## src/rtl/core/arpc_pkg.sv

```systemverilog
// ----------------------------------------------------------------------------
// arpc_pkg
// Shared constants and types of the ARP cache and responder core.
// ----------------------------------------------------------------------------
package arpc_pkg;

  localparam int unsigned TABLE_ENTRIES = 16;
  localparam int unsigned SLOT_W        = $clog2(TABLE_ENTRIES);

  localparam int unsigned IP_W   = 32;
  localparam int unsigned MAC_W  = 48;
  localparam int unsigned HALF_W = 16;
  localparam int unsigned DATA_W = 64;
  localparam int unsigned ADDR_W = 4;

  // input opcodes
  localparam logic [1:0] OP_LOOKUP = 2'd0;
  localparam logic [1:0] OP_SET    = 2'd1;
  localparam logic [1:0] OP_RECV   = 2'd2;

  // result actions
  localparam logic [1:0] ACT_NONE  = 2'd0;
  localparam logic [1:0] ACT_HIT   = 2'd1;
  localparam logic [1:0] ACT_REQ   = 2'd2;
  localparam logic [1:0] ACT_REPLY = 2'd3;

  // operation field of a packet to send
  localparam logic [1:0] SEND_NONE  = 2'd0;
  localparam logic [1:0] SEND_REQ   = 2'd1;
  localparam logic [1:0] SEND_REPLY = 2'd2;

  // received ARP header checks
  localparam logic [HALF_W-1:0] HTYPE_ETH   = 16'h0001;
  localparam logic [HALF_W-1:0] PTYPE_IPV4  = 16'h0800;
  localparam logic [HALF_W-1:0] OPER_REQ    = 16'h0001;
  localparam logic [HALF_W-1:0] MIN_ARP_LEN = 16'd28;

  localparam logic [MAC_W-1:0] MAC_BCAST = {MAC_W{1'b1}};

  // register indexes (paddr[3])
  localparam logic REG_OWN_MAC = 1'b0;
  localparam logic REG_OWN_IP  = 1'b1;

  // search token handed from cell to cell
  typedef struct packed {
    logic              valid;
    logic              found;
    logic [SLOT_W-1:0] idx;
    logic [MAC_W-1:0]  mac;
  } arpc_tok_t;

  // entry write broadcast to all cells
  typedef struct packed {
    logic              en;
    logic [SLOT_W-1:0] idx;
    logic [IP_W-1:0]   ip;
    logic [MAC_W-1:0]  mac;
  } arpc_wr_t;

endpackage

```

## src/rtl/core/arpc_if.sv

```systemverilog
// ----------------------------------------------------------------------------
// arpc_if
// Valid/ready channels of the ARP core: request items and result items.
// ----------------------------------------------------------------------------
interface arpc_req_if;
  import arpc_pkg::*;

  logic              valid;
  logic              ready;
  logic [1:0]        opcode;
  logic [IP_W-1:0]   ip_addr;
  logic [MAC_W-1:0]  mac_addr;
  logic [HALF_W-1:0] hw_type;
  logic [HALF_W-1:0] proto_type;
  logic [HALF_W-1:0] arp_oper;
  logic [IP_W-1:0]   tgt_ip;
  logic [HALF_W-1:0] frame_len;

  modport source (
    output valid, opcode, ip_addr, mac_addr, hw_type, proto_type, arp_oper,
           tgt_ip, frame_len,
    input  ready
  );
  modport sink (
    input  valid, opcode, ip_addr, mac_addr, hw_type, proto_type, arp_oper,
           tgt_ip, frame_len,
    output ready
  );
endinterface

interface arpc_rsp_if;
  import arpc_pkg::*;

  logic             valid;
  logic             ready;
  logic [1:0]       action;
  logic [MAC_W-1:0] mac_out;
  logic [1:0]       send_oper;
  logic [MAC_W-1:0] send_target_mac;
  logic [IP_W-1:0]  send_target_ip;

  modport source (
    output valid, action, mac_out, send_oper, send_target_mac, send_target_ip,
    input  ready
  );
  modport sink (
    input  valid, action, mac_out, send_oper, send_target_mac, send_target_ip,
    output ready
  );
endinterface

```

## src/rtl/core/arp_cache_and_responder_core.sv

```systemverilog
// ----------------------------------------------------------------------------
// arp_cache_and_responder_core
// ARP cache for IPv4 over Ethernet with a responder for requests to own IP.
//
// Channels: req_i takes one item per event (lookup, static set, received ARP
// packet); rsp_o gives exactly one result item per request item. Both use
// valid/ready; an item moves when both are high at a rising edge. The APB
// port writes own_mac (byte address 0) and own_ip (byte address 8).
// Table: TABLE_ENTRIES cells in a row, each holding one entry. A lookup or an
// accepted packet sends a search token down the row, one cell per cycle;
// the lowest valid matching entry claims it. The entry update is broadcast
// to the cells when the token leaves the last cell.
// Flow: lookups and accepted packets give their result once the token has
// left the last cell; static sets, dropped packets and the unused opcode
// skip the walk. The next item can be taken once the result has loaded
// into the output register.
// One item is in work at a time; a new item may be accepted while the
// previous result still waits.
// Reset: all entries invalid, replacement slot zero, both registers zero.
// Stall: a result waits in the output register until taken; the core holds
// the next finished result and takes no further item meanwhile.
// ----------------------------------------------------------------------------
module arp_cache_and_responder_core
  import arpc_pkg::*;
(
  input  logic              clk_i,
  input  logic              rst_ni,
  arpc_req_if.sink          req_i,
  arpc_rsp_if.source        rsp_o,
  input  logic              psel,
  input  logic              penable,
  input  logic              pwrite,
  input  logic [ADDR_W-1:0] paddr,
  input  logic [DATA_W-1:0] pwdata,
  output logic [DATA_W-1:0] prdata,
  output logic              pready
);

  localparam logic [1:0] ST_IDLE   = 2'd0;
  localparam logic [1:0] ST_DECIDE = 2'd1;
  localparam logic [1:0] ST_SEARCH = 2'd2;
  localparam logic [1:0] ST_EMIT   = 2'd3;

  logic [1:0] state_q, state_d;

  logic [IP_W-1:0]  own_ip;

  // latched item
  logic [1:0]       op_q;
  logic [IP_W-1:0]  ip_q;
  logic [MAC_W-1:0] mac_q;
  logic             pkt_ok_q;
  logic             reply_q;

  logic [SLOT_W-1:0] slot_q, slot_d;

  // pending result
  logic [1:0]       act_q, act_d;
  logic [MAC_W-1:0] rmac_q, rmac_d;
  logic [1:0]       roper_q, roper_d;
  logic [MAC_W-1:0] rtmac_q, rtmac_d;
  logic [IP_W-1:0]  rtip_q, rtip_d;

  // output register
  logic             out_valid_q;
  logic [1:0]       out_act_q;
  logic [MAC_W-1:0] out_mac_q;
  logic [1:0]       out_oper_q;
  logic [MAC_W-1:0] out_tmac_q;
  logic [IP_W-1:0]  out_tip_q;

  arpc_tok_t tok [TABLE_ENTRIES+1];
  arpc_wr_t  wr;
  logic      accept;
  logic      need_search;
  logic      out_free;
  logic      pkt_ok;
  logic [SLOT_W-1:0] slot_inc;

  arpc_regs u_regs (
    .clk_i     (clk_i),
    .rst_ni    (rst_ni),
    .psel      (psel),
    .penable   (penable),
    .pwrite    (pwrite),
    .paddr     (paddr),
    .pwdata    (pwdata),
    .prdata    (prdata),
    .pready    (pready),
    .own_ip_o  (own_ip)
  );

  assign req_i.ready = (state_q == ST_IDLE);
  assign accept      = req_i.valid & req_i.ready;
  assign out_free    = !out_valid_q || rsp_o.ready;

  assign pkt_ok = (req_i.frame_len >= MIN_ARP_LEN) && (req_i.hw_type == HTYPE_ETH) &&
                  (req_i.proto_type == PTYPE_IPV4);

  // latch the item; the reply check is taken from own_ip at accept
  always_ff @(posedge clk_i) begin
    if (accept) begin
      op_q     <= req_i.opcode;
      ip_q     <= req_i.ip_addr;
      mac_q    <= req_i.mac_addr;
      pkt_ok_q <= pkt_ok;
      reply_q  <= (req_i.arp_oper == OPER_REQ) && (req_i.tgt_ip == own_ip);
    end
  end

  assign need_search = (op_q == OP_LOOKUP) || ((op_q == OP_RECV) && pkt_ok_q);

  // launch the token from the head of the row
  always_comb begin
    tok[0]       = '0;
    tok[0].valid = (state_q == ST_DECIDE) && need_search;
  end

  for (genvar gi = 0; gi < TABLE_ENTRIES; gi++) begin : g_cell
    arpc_cell u_cell (
      .clk_i      (clk_i),
      .rst_ni     (rst_ni),
      .cell_idx_i (SLOT_W'(gi)),
      .key_ip_i   (ip_q),
      .wr_i       (wr),
      .tok_i      (tok[gi]),
      .tok_o      (tok[gi+1])
    );
  end

  assign slot_inc = (slot_q == SLOT_W'(TABLE_ENTRIES - 1)) ? '0 : slot_q + 1'b1;

  always_comb begin
    state_d = state_q;
    slot_d  = slot_q;
    wr      = '0;
    wr.ip   = ip_q;
    wr.mac  = mac_q;
    act_d   = act_q;
    rmac_d  = rmac_q;
    roper_d = roper_q;
    rtmac_d = rtmac_q;
    rtip_d  = rtip_q;
    case (state_q)
      ST_IDLE: begin
        if (accept) begin
          state_d = ST_DECIDE;
        end
      end
      ST_DECIDE: begin
        // default result: nothing
        act_d   = ACT_NONE;
        rmac_d  = '0;
        roper_d = SEND_NONE;
        rtmac_d = '0;
        rtip_d  = '0;
        if (need_search) begin
          state_d = ST_SEARCH;
        end else begin
          state_d = ST_EMIT;
          if (op_q == OP_SET) begin
            wr.en  = 1'b1;
            wr.idx = slot_q;
            slot_d = slot_inc;
          end
        end
      end
      ST_SEARCH: begin
        if (tok[TABLE_ENTRIES].valid) begin
          state_d = ST_EMIT;
          if (op_q == OP_LOOKUP) begin
            if (tok[TABLE_ENTRIES].found) begin
              act_d  = ACT_HIT;
              rmac_d = tok[TABLE_ENTRIES].mac;
            end else begin
              act_d   = ACT_REQ;
              rmac_d  = MAC_BCAST;
              roper_d = SEND_REQ;
              rtip_d  = ip_q;
            end
          end else begin
            // refresh the matching entry, else take the replacement slot
            wr.en = 1'b1;
            if (tok[TABLE_ENTRIES].found) begin
              wr.idx = tok[TABLE_ENTRIES].idx;
              wr.ip  = ip_q;
            end else begin
              wr.idx = slot_q;
              slot_d = slot_inc;
            end
            if (reply_q) begin
              act_d   = ACT_REPLY;
              rmac_d  = mac_q;
              roper_d = SEND_REPLY;
              rtmac_d = mac_q;
              rtip_d  = ip_q;
            end
          end
        end
      end
      ST_EMIT: begin
        if (out_free) begin
          state_d = ST_IDLE;
        end
      end
      default: begin
        state_d = ST_IDLE;
      end
    endcase
  end

  always_ff @(posedge clk_i or negedge rst_ni) begin
    if (!rst_ni) begin
      state_q     <= ST_IDLE;
      slot_q      <= '0;
      out_valid_q <= 1'b0;
    end else begin
      state_q <= state_d;
      slot_q  <= slot_d;
      if ((state_q == ST_EMIT) && out_free) begin
        out_valid_q <= 1'b1;
      end else if (rsp_o.ready) begin
        out_valid_q <= 1'b0;
      end
    end
  end

  always_ff @(posedge clk_i) begin
    act_q   <= act_d;
    rmac_q  <= rmac_d;
    roper_q <= roper_d;
    rtmac_q <= rtmac_d;
    rtip_q  <= rtip_d;
    if ((state_q == ST_EMIT) && out_free) begin
      out_act_q  <= act_q;
      out_mac_q  <= rmac_q;
      out_oper_q <= roper_q;
      out_tmac_q <= rtmac_q;
      out_tip_q  <= rtip_q;
    end
  end

  assign rsp_o.valid           = out_valid_q;
  assign rsp_o.action          = out_act_q;
  assign rsp_o.mac_out         = out_mac_q;
  assign rsp_o.send_oper       = out_oper_q;
  assign rsp_o.send_target_mac = out_tmac_q;
  assign rsp_o.send_target_ip  = out_tip_q;

endmodule

```

## src/rtl/core/arpc_regs.sv

```systemverilog
// ----------------------------------------------------------------------------
// arpc_regs
// APB-style register file holding the own MAC and own IPv4 address.
// ----------------------------------------------------------------------------
module arpc_regs
  import arpc_pkg::*;
(
  input  logic              clk_i,
  input  logic              rst_ni,
  input  logic              psel,
  input  logic              penable,
  input  logic              pwrite,
  input  logic [ADDR_W-1:0] paddr,
  input  logic [DATA_W-1:0] pwdata,
  output logic [DATA_W-1:0] prdata,
  output logic              pready,
  output logic [IP_W-1:0]   own_ip_o
);

  logic [MAC_W-1:0] own_mac_q;
  logic [IP_W-1:0]  own_ip_q;
  logic             wr_en;

  assign pready = 1'b1;
  assign wr_en  = psel & penable & pwrite & pready;

  always_ff @(posedge clk_i or negedge rst_ni) begin
    if (!rst_ni) begin
      own_mac_q <= '0;
      own_ip_q  <= '0;
    end else if (wr_en) begin
      if (paddr[3] == REG_OWN_MAC) begin
        own_mac_q <= pwdata[MAC_W-1:0];
      end else begin
        own_ip_q <= pwdata[IP_W-1:0];
      end
    end
  end

  always_comb begin
    if (paddr[3] == REG_OWN_IP) begin
      prdata = {{(DATA_W-IP_W){1'b0}}, own_ip_q};
    end else begin
      prdata = {{(DATA_W-MAC_W){1'b0}}, own_mac_q};
    end
  end

  assign own_ip_o  = own_ip_q;

endmodule

```

## src/rtl/core/arpc_cell.sv

```systemverilog
// ----------------------------------------------------------------------------
// arpc_cell
// One table entry plus one stage of the search token chain.
// ----------------------------------------------------------------------------
module arpc_cell
  import arpc_pkg::*;
(
  input  logic              clk_i,
  input  logic              rst_ni,
  input  logic [SLOT_W-1:0] cell_idx_i,
  input  logic [IP_W-1:0]   key_ip_i,
  input  arpc_wr_t          wr_i,
  input  arpc_tok_t         tok_i,
  output arpc_tok_t         tok_o
);

  logic [IP_W-1:0]  ip_q;
  logic [MAC_W-1:0] mac_q;
  logic             valid_q;
  arpc_tok_t        tok_d, tok_q;
  logic             match;
  logic             wr_here;

  assign wr_here = wr_i.en && (wr_i.idx == cell_idx_i);
  assign match   = valid_q && (ip_q == key_ip_i);

  // first matching cell claims the token
  always_comb begin
    tok_d = tok_i;
    if (tok_i.valid && !tok_i.found && match) begin
      tok_d.found = 1'b1;
      tok_d.idx   = cell_idx_i;
      tok_d.mac   = mac_q;
    end
  end

  always_ff @(posedge clk_i or negedge rst_ni) begin
    if (!rst_ni) begin
      valid_q <= 1'b0;
      tok_q   <= '0;
    end else begin
      tok_q <= tok_d;
      if (wr_here) begin
        valid_q <= 1'b1;
      end
    end
  end

  always_ff @(posedge clk_i) begin
    if (wr_here) begin
      ip_q  <= wr_i.ip;
      mac_q <= wr_i.mac;
    end
  end

  assign tok_o = tok_q;

endmodule
```

## src/flat_wrapper.sv

```systemverilog
// flat-port wrapper written by rule: the top's interface ports become plain ports
module arp_cache_and_responder_core_flat import arpc_pkg::*;
  (clk_i, rst_ni, psel, penable, pwrite, paddr, pwdata, prdata, pready, req_i_valid, req_i_opcode, req_i_ip_addr, req_i_mac_addr, req_i_hw_type, req_i_proto_type, req_i_arp_oper, req_i_tgt_ip, req_i_frame_len, req_i_ready, rsp_o_valid, rsp_o_action, rsp_o_mac_out, rsp_o_send_oper, rsp_o_send_target_mac, rsp_o_send_target_ip, rsp_o_ready);
  arpc_req_if req_i_i ();
  arpc_rsp_if rsp_o_i ();
  input  logic clk_i;
  input  logic rst_ni;
  input  logic psel;
  input  logic penable;
  input  logic pwrite;
  input  logic [ADDR_W-1:0] paddr;
  input  logic [DATA_W-1:0] pwdata;
  output logic [DATA_W-1:0] prdata;
  output logic pready;
  input wire logic [$bits(req_i_i.valid)-1:0] req_i_valid;
  input wire logic [$bits(req_i_i.opcode)-1:0] req_i_opcode;
  input wire logic [$bits(req_i_i.ip_addr)-1:0] req_i_ip_addr;
  input wire logic [$bits(req_i_i.mac_addr)-1:0] req_i_mac_addr;
  input wire logic [$bits(req_i_i.hw_type)-1:0] req_i_hw_type;
  input wire logic [$bits(req_i_i.proto_type)-1:0] req_i_proto_type;
  input wire logic [$bits(req_i_i.arp_oper)-1:0] req_i_arp_oper;
  input wire logic [$bits(req_i_i.tgt_ip)-1:0] req_i_tgt_ip;
  input wire logic [$bits(req_i_i.frame_len)-1:0] req_i_frame_len;
  output wire logic [$bits(req_i_i.ready)-1:0] req_i_ready;
  output wire logic [$bits(rsp_o_i.valid)-1:0] rsp_o_valid;
  output wire logic [$bits(rsp_o_i.action)-1:0] rsp_o_action;
  output wire logic [$bits(rsp_o_i.mac_out)-1:0] rsp_o_mac_out;
  output wire logic [$bits(rsp_o_i.send_oper)-1:0] rsp_o_send_oper;
  output wire logic [$bits(rsp_o_i.send_target_mac)-1:0] rsp_o_send_target_mac;
  output wire logic [$bits(rsp_o_i.send_target_ip)-1:0] rsp_o_send_target_ip;
  input wire logic [$bits(rsp_o_i.ready)-1:0] rsp_o_ready;
  assign req_i_i.valid = req_i_valid;
  assign req_i_i.opcode = req_i_opcode;
  assign req_i_i.ip_addr = req_i_ip_addr;
  assign req_i_i.mac_addr = req_i_mac_addr;
  assign req_i_i.hw_type = req_i_hw_type;
  assign req_i_i.proto_type = req_i_proto_type;
  assign req_i_i.arp_oper = req_i_arp_oper;
  assign req_i_i.tgt_ip = req_i_tgt_ip;
  assign req_i_i.frame_len = req_i_frame_len;
  assign req_i_ready = req_i_i.ready;
  assign rsp_o_valid = rsp_o_i.valid;
  assign rsp_o_action = rsp_o_i.action;
  assign rsp_o_mac_out = rsp_o_i.mac_out;
  assign rsp_o_send_oper = rsp_o_i.send_oper;
  assign rsp_o_send_target_mac = rsp_o_i.send_target_mac;
  assign rsp_o_send_target_ip = rsp_o_i.send_target_ip;
  assign rsp_o_i.ready = rsp_o_ready;
  arp_cache_and_responder_core u_core (.clk_i(clk_i), .rst_ni(rst_ni), .req_i(req_i_i), .rsp_o(rsp_o_i), .psel(psel), .penable(penable), .pwrite(pwrite), .paddr(paddr), .pwdata(pwdata), .prdata(prdata), .pready(pready));
endmodule
```

## config.mk

```make
export PLATFORM = sky130hd
export DESIGN_NAME = arp_cache_and_responder_core_flat
export DESIGN_NICKNAME = d
export VERILOG_FILES = /design/src/rtl/core/arpc_pkg.sv /design/src/rtl/core/arpc_if.sv /design/src/rtl/core/arp_cache_and_responder_core.sv /design/src/rtl/core/arpc_regs.sv /design/src/rtl/core/arpc_cell.sv /design/src/flat_wrapper.sv
export SDC_FILE = /design/constraint.sdc
export NUM_CORES = 2
export LEC_CHECK = 0
export ABC_AREA = 1
export BUFFER_PORTS_ARGS = -buffer_cell sky130_fd_sc_hd__buf_2
export CAP_MARGIN = 20
export CORE_UTILIZATION = 65
export CTS_CLUSTER_SIZE = 24
export DETAILED_ROUTE_END_ITERATION = 10
export PLACE_DENSITY_LB_ADDON = 0.25
export REMOVE_ABC_BUFFERS = 1
export SLEW_MARGIN = 20
export SYNTH_ARGS = -nofsm -noshare
export SYNTH_HDL_FRONTEND = slang
export SYNTH_SLANG_ARGS = --single-unit
```

## constraint.sdc

```tcl
create_clock -name clk_i -period 16.5 [get_ports clk_i]
set_input_delay 4.95 -clock clk_i [delete_from_list [all_inputs] [get_ports clk_i]]
set_output_delay 4.95 -clock clk_i [all_outputs]
set_load 0.05 [all_outputs]
```

==> metrics <==
outcome=finished clean; crit end category=output pin; Synth top cells by count=nand2_1, edfxtp_1, dfrtp_1; reg-to-reg startpoint=u_core.state_q[0]$_DFFE_PN0P_; Max Slew Vio Count=0; Post-CTS Resized=0; First-pass DRT Iterations=6; Placer Congestion=0.8305; die area=around 0.15 mm²; drt drc=0; Worst-path clk slew=0.06 ns; Hold/Removal Path Class=flop to flop; number of synthesized register bits=2580; fin crit period=roughly 12 ns; dominant cells by area after synthesis=edfxtp_1, dfrtp_1, nand2_1; Syn Std Cell Area=between 0.09 and 0.1 mm²; layout net count=8410; num ports=452; Clock Skew=0.05013 ns; core area=0.1498 mm²; footprint of the multi-input gates=just over 0.02 mm²; Post-CTS Setup Bufs=0; CP required=11.55 ns; setup TNS=0 ns; Die X=roughly 400 µm; worst vdd ir=163.3 µV; post-DR wirelength/cell=20.41 µm; WS Path Type=primary input to output pin; layout cells sized above 1=12.34%; first-pass GRT wire length=329100 µm; reg2reg path depth=9; clock sink count=2580; Hold-fix buffers, CTS=0; Worst R2R End=u_core.g_cell[7].u_cell.mac_q[30]$_DFFE_PP_; crit path DAT=7.09 ns; PortBufs=413; cts bufs inserted=235; post-route ant nets=0; CTS tree=done; H-tree Lvls=4; Max Freq=0.08305 GHz; placed cells=9924; global route overflow=0; r2r setup slk=12.26 ns; power per cell area=roughly 140 mW/mm²; area growth from synthesis to layout=11.52%; post-synthesis sequential area ratio=74.16%; Synth cell types=40; Fill cells=9369; largest net degree at the start of global routing=190; Mapped Cells=between 7000 and 8000; root buf cell=clkbuf_16; critical path peak fanout=between 40 and 50; Tcrit/Tclk final=approximately 73%; Vias/cell=5.723; Initial Util=65.46%; Synth top area share=around half; Final Hold Fails=0; die height=390.4 µm; area leader, netlist=edfxtp_1; Cell Rows=142; Critical Path Start Type=primary input; maxcap violations=0; Max transition margin=23.25%; clk_lat worst skew=approximately 0.86 ns; ys flop type=edfxtp_1; WHS=0.3738 ns; FFs w/ async S/R, synth=36.90%; final wirelength=211900 µm; FF/Latch Area=0.07271 mm²; clock tree buffer depth=3; number of global-route vias before repair=59000; RSZ-0062 raised after global routing=no; final setup fails=0; worst slew pin tran=between 1 and 1.5 ns; DR iter-0 viols=5163; crit path from=paddr[3]; number of synthesized flops with an enable pin=between 1500 and 2000; GRT Total Usage=around 28%; Syn Area/Cell=approximately 13 µm²; CP endpoint=prdata[11]; initial antenna violation count=5; DR vias=59420; count leader, synth=nand2_1; Lkg Pwr=around 48 nW; post-DP HPWL=~130000 µm; Ys Warns=0; fin cells=~10000
layout by cell type, fill, tap and decap left out, types with 9 or more instances in the layout:
cell type	instances
edfxtp_1	1628
a21oi_1	22
nor2_1	229
buf_12	10
o21bai_1	17
clkinv_2	40
clkbuf_1	56
nor3_1	39
xnor2_1	268
dfrtp_1	952
inv_1	531
buf_4	113
o22ai_1	67
nor2_4	62
clkinvlp_4	9
conb_1	17
xor2_1	38
bufinv_16	24
o21ai_0	130
nand3_2	10
nand2_1	2496
inv_2	19
clkbuf_16	240
nand4_1	728
clkbuf_8	37
nor3_2	19
nor4_1	12
buf_2	412
o211ai_1	13
clkinv_1	31
o21ai_1	12
nand3_1	30
cell families (layout without fill, tap and decap cells):
family	count (synthesis)	count (layout)	share of synthesized area (%)
xor+xnor	306	306	2.733
simple gates	3645	3645	16.33
fa+ha+maj	5	5	0.06381
compound gates	266	266	1.531
flops	2580	2580	74.16
other cells	2	21	0.007660
buf+inv	1004	1545	5.173
report_power, final:
group | internal [mW] | switching (mW)
registers | 7.70 | 0.310
clock network | 3.21 | 2.32
logic | 0.389 | 1.43
total | 11.3 | 4.06
sequential cells by signal, summed over array words and instances, names as in the netlist, 4 cells and up:
register and cells:
u_core.rtmac_q 48, u_core.rsp_o.mac_out 48, u_core.g_cell.u_cell.tok_o 849, u_core.g_cell.u_cell.valid_q 16, u_core.rsp_o.send_target_ip 32, u_core.mac_q 48, u_core.u_regs.own_ip_o 32, u_core.rtip_q 32
u_core.g_cell.u_cell.ip_q 512, u_core.u_regs.own_mac_q 48, u_core.slot_q 4, u_core.g_cell.u_cell.mac_q 768, u_core.rmac_q 48, u_core.rsp_o.send_target_mac 48, u_core.ip_q 32
worst min path at each step:
stage	start	to	slack [ns]	depth (start not counted)
after floorplan	u_core.g_cell[9].u_cell.tok_o[53]$_DFF_PN0_	u_core.g_cell[10].u_cell.tok_o[53]$_DFF_PN0_	0.35	0
after global routing	u_core.g_cell[14].u_cell.tok_o[53]$_DFF_PN0_	u_core.g_cell[15].u_cell.tok_o[53]$_DFF_PN0_	0.39	0
final	u_core.g_cell[6].u_cell.tok_o[53]$_DFF_PN0_	u_core.g_cell[7].u_cell.tok_o[53]$_DFF_PN0_	0.37	0
after detailed placement	u_core.g_cell[6].u_cell.tok_o[53]$_DFF_PN0_	u_core.g_cell[7].u_cell.tok_o[53]$_DFF_PN0_	0.36	0
after global placement	u_core.g_cell[7].u_cell.tok_o[53]$_DFF_PN0_	u_core.g_cell[8].u_cell.tok_o[53]$_DFF_PN0_	0.36	0
after CTS	u_core.g_cell[6].u_cell.tok_o[53]$_DFF_PN0_	u_core.g_cell[7].u_cell.tok_o[53]$_DFF_PN0_	0.37	0
cell type report:
class                   instances  area share, %
inverters                     555          1.913
diodes                          4       0.009154
repair buffers                541          2.955
flip-flops and latches       2580          66.50
clock inverters               115          1.184
multi-input cells            4239          18.98
well taps                    2016          2.307
clock buffers                 334          6.157
metal layers:
| metal | vias to the layer above | wire length [µm] | global-route usage [%] |
|---|---|---|---|
| li1 | 27060 | - | - |
| met1 | 29450 | 88900 | 39.82 |
| met2 | 2552 | 101500 | 45.09 |
| met3 | 364 | 16510 | 4.608 |
| met4 | 0 | 5019 | 8.877 |
| met5 | - | 0 | 0 |
through the flow:
stage          setup slack, ns  cell area (µm²)  power, mW  util [%]
2_1_floorplan            4.524            95120      9.239         -
3_3_place_gp             4.272           101000      9.862     67.43
3_5_place_dp             4.139           101100      9.949     67.49
4_1_cts                  4.152           109100      15.44     72.85
5_1_grt                  4.340           109300      15.88     73.00
6_report                 4.459           109300      15.36     73.00
worst max-delay path, stage by stage:
cell and delay [ns]:
buf_2 0.60, inv_2 0.48, o21ai_0 0.65, buf_2 0.38
No activity file was read; power rests on OpenSTA's default activity.
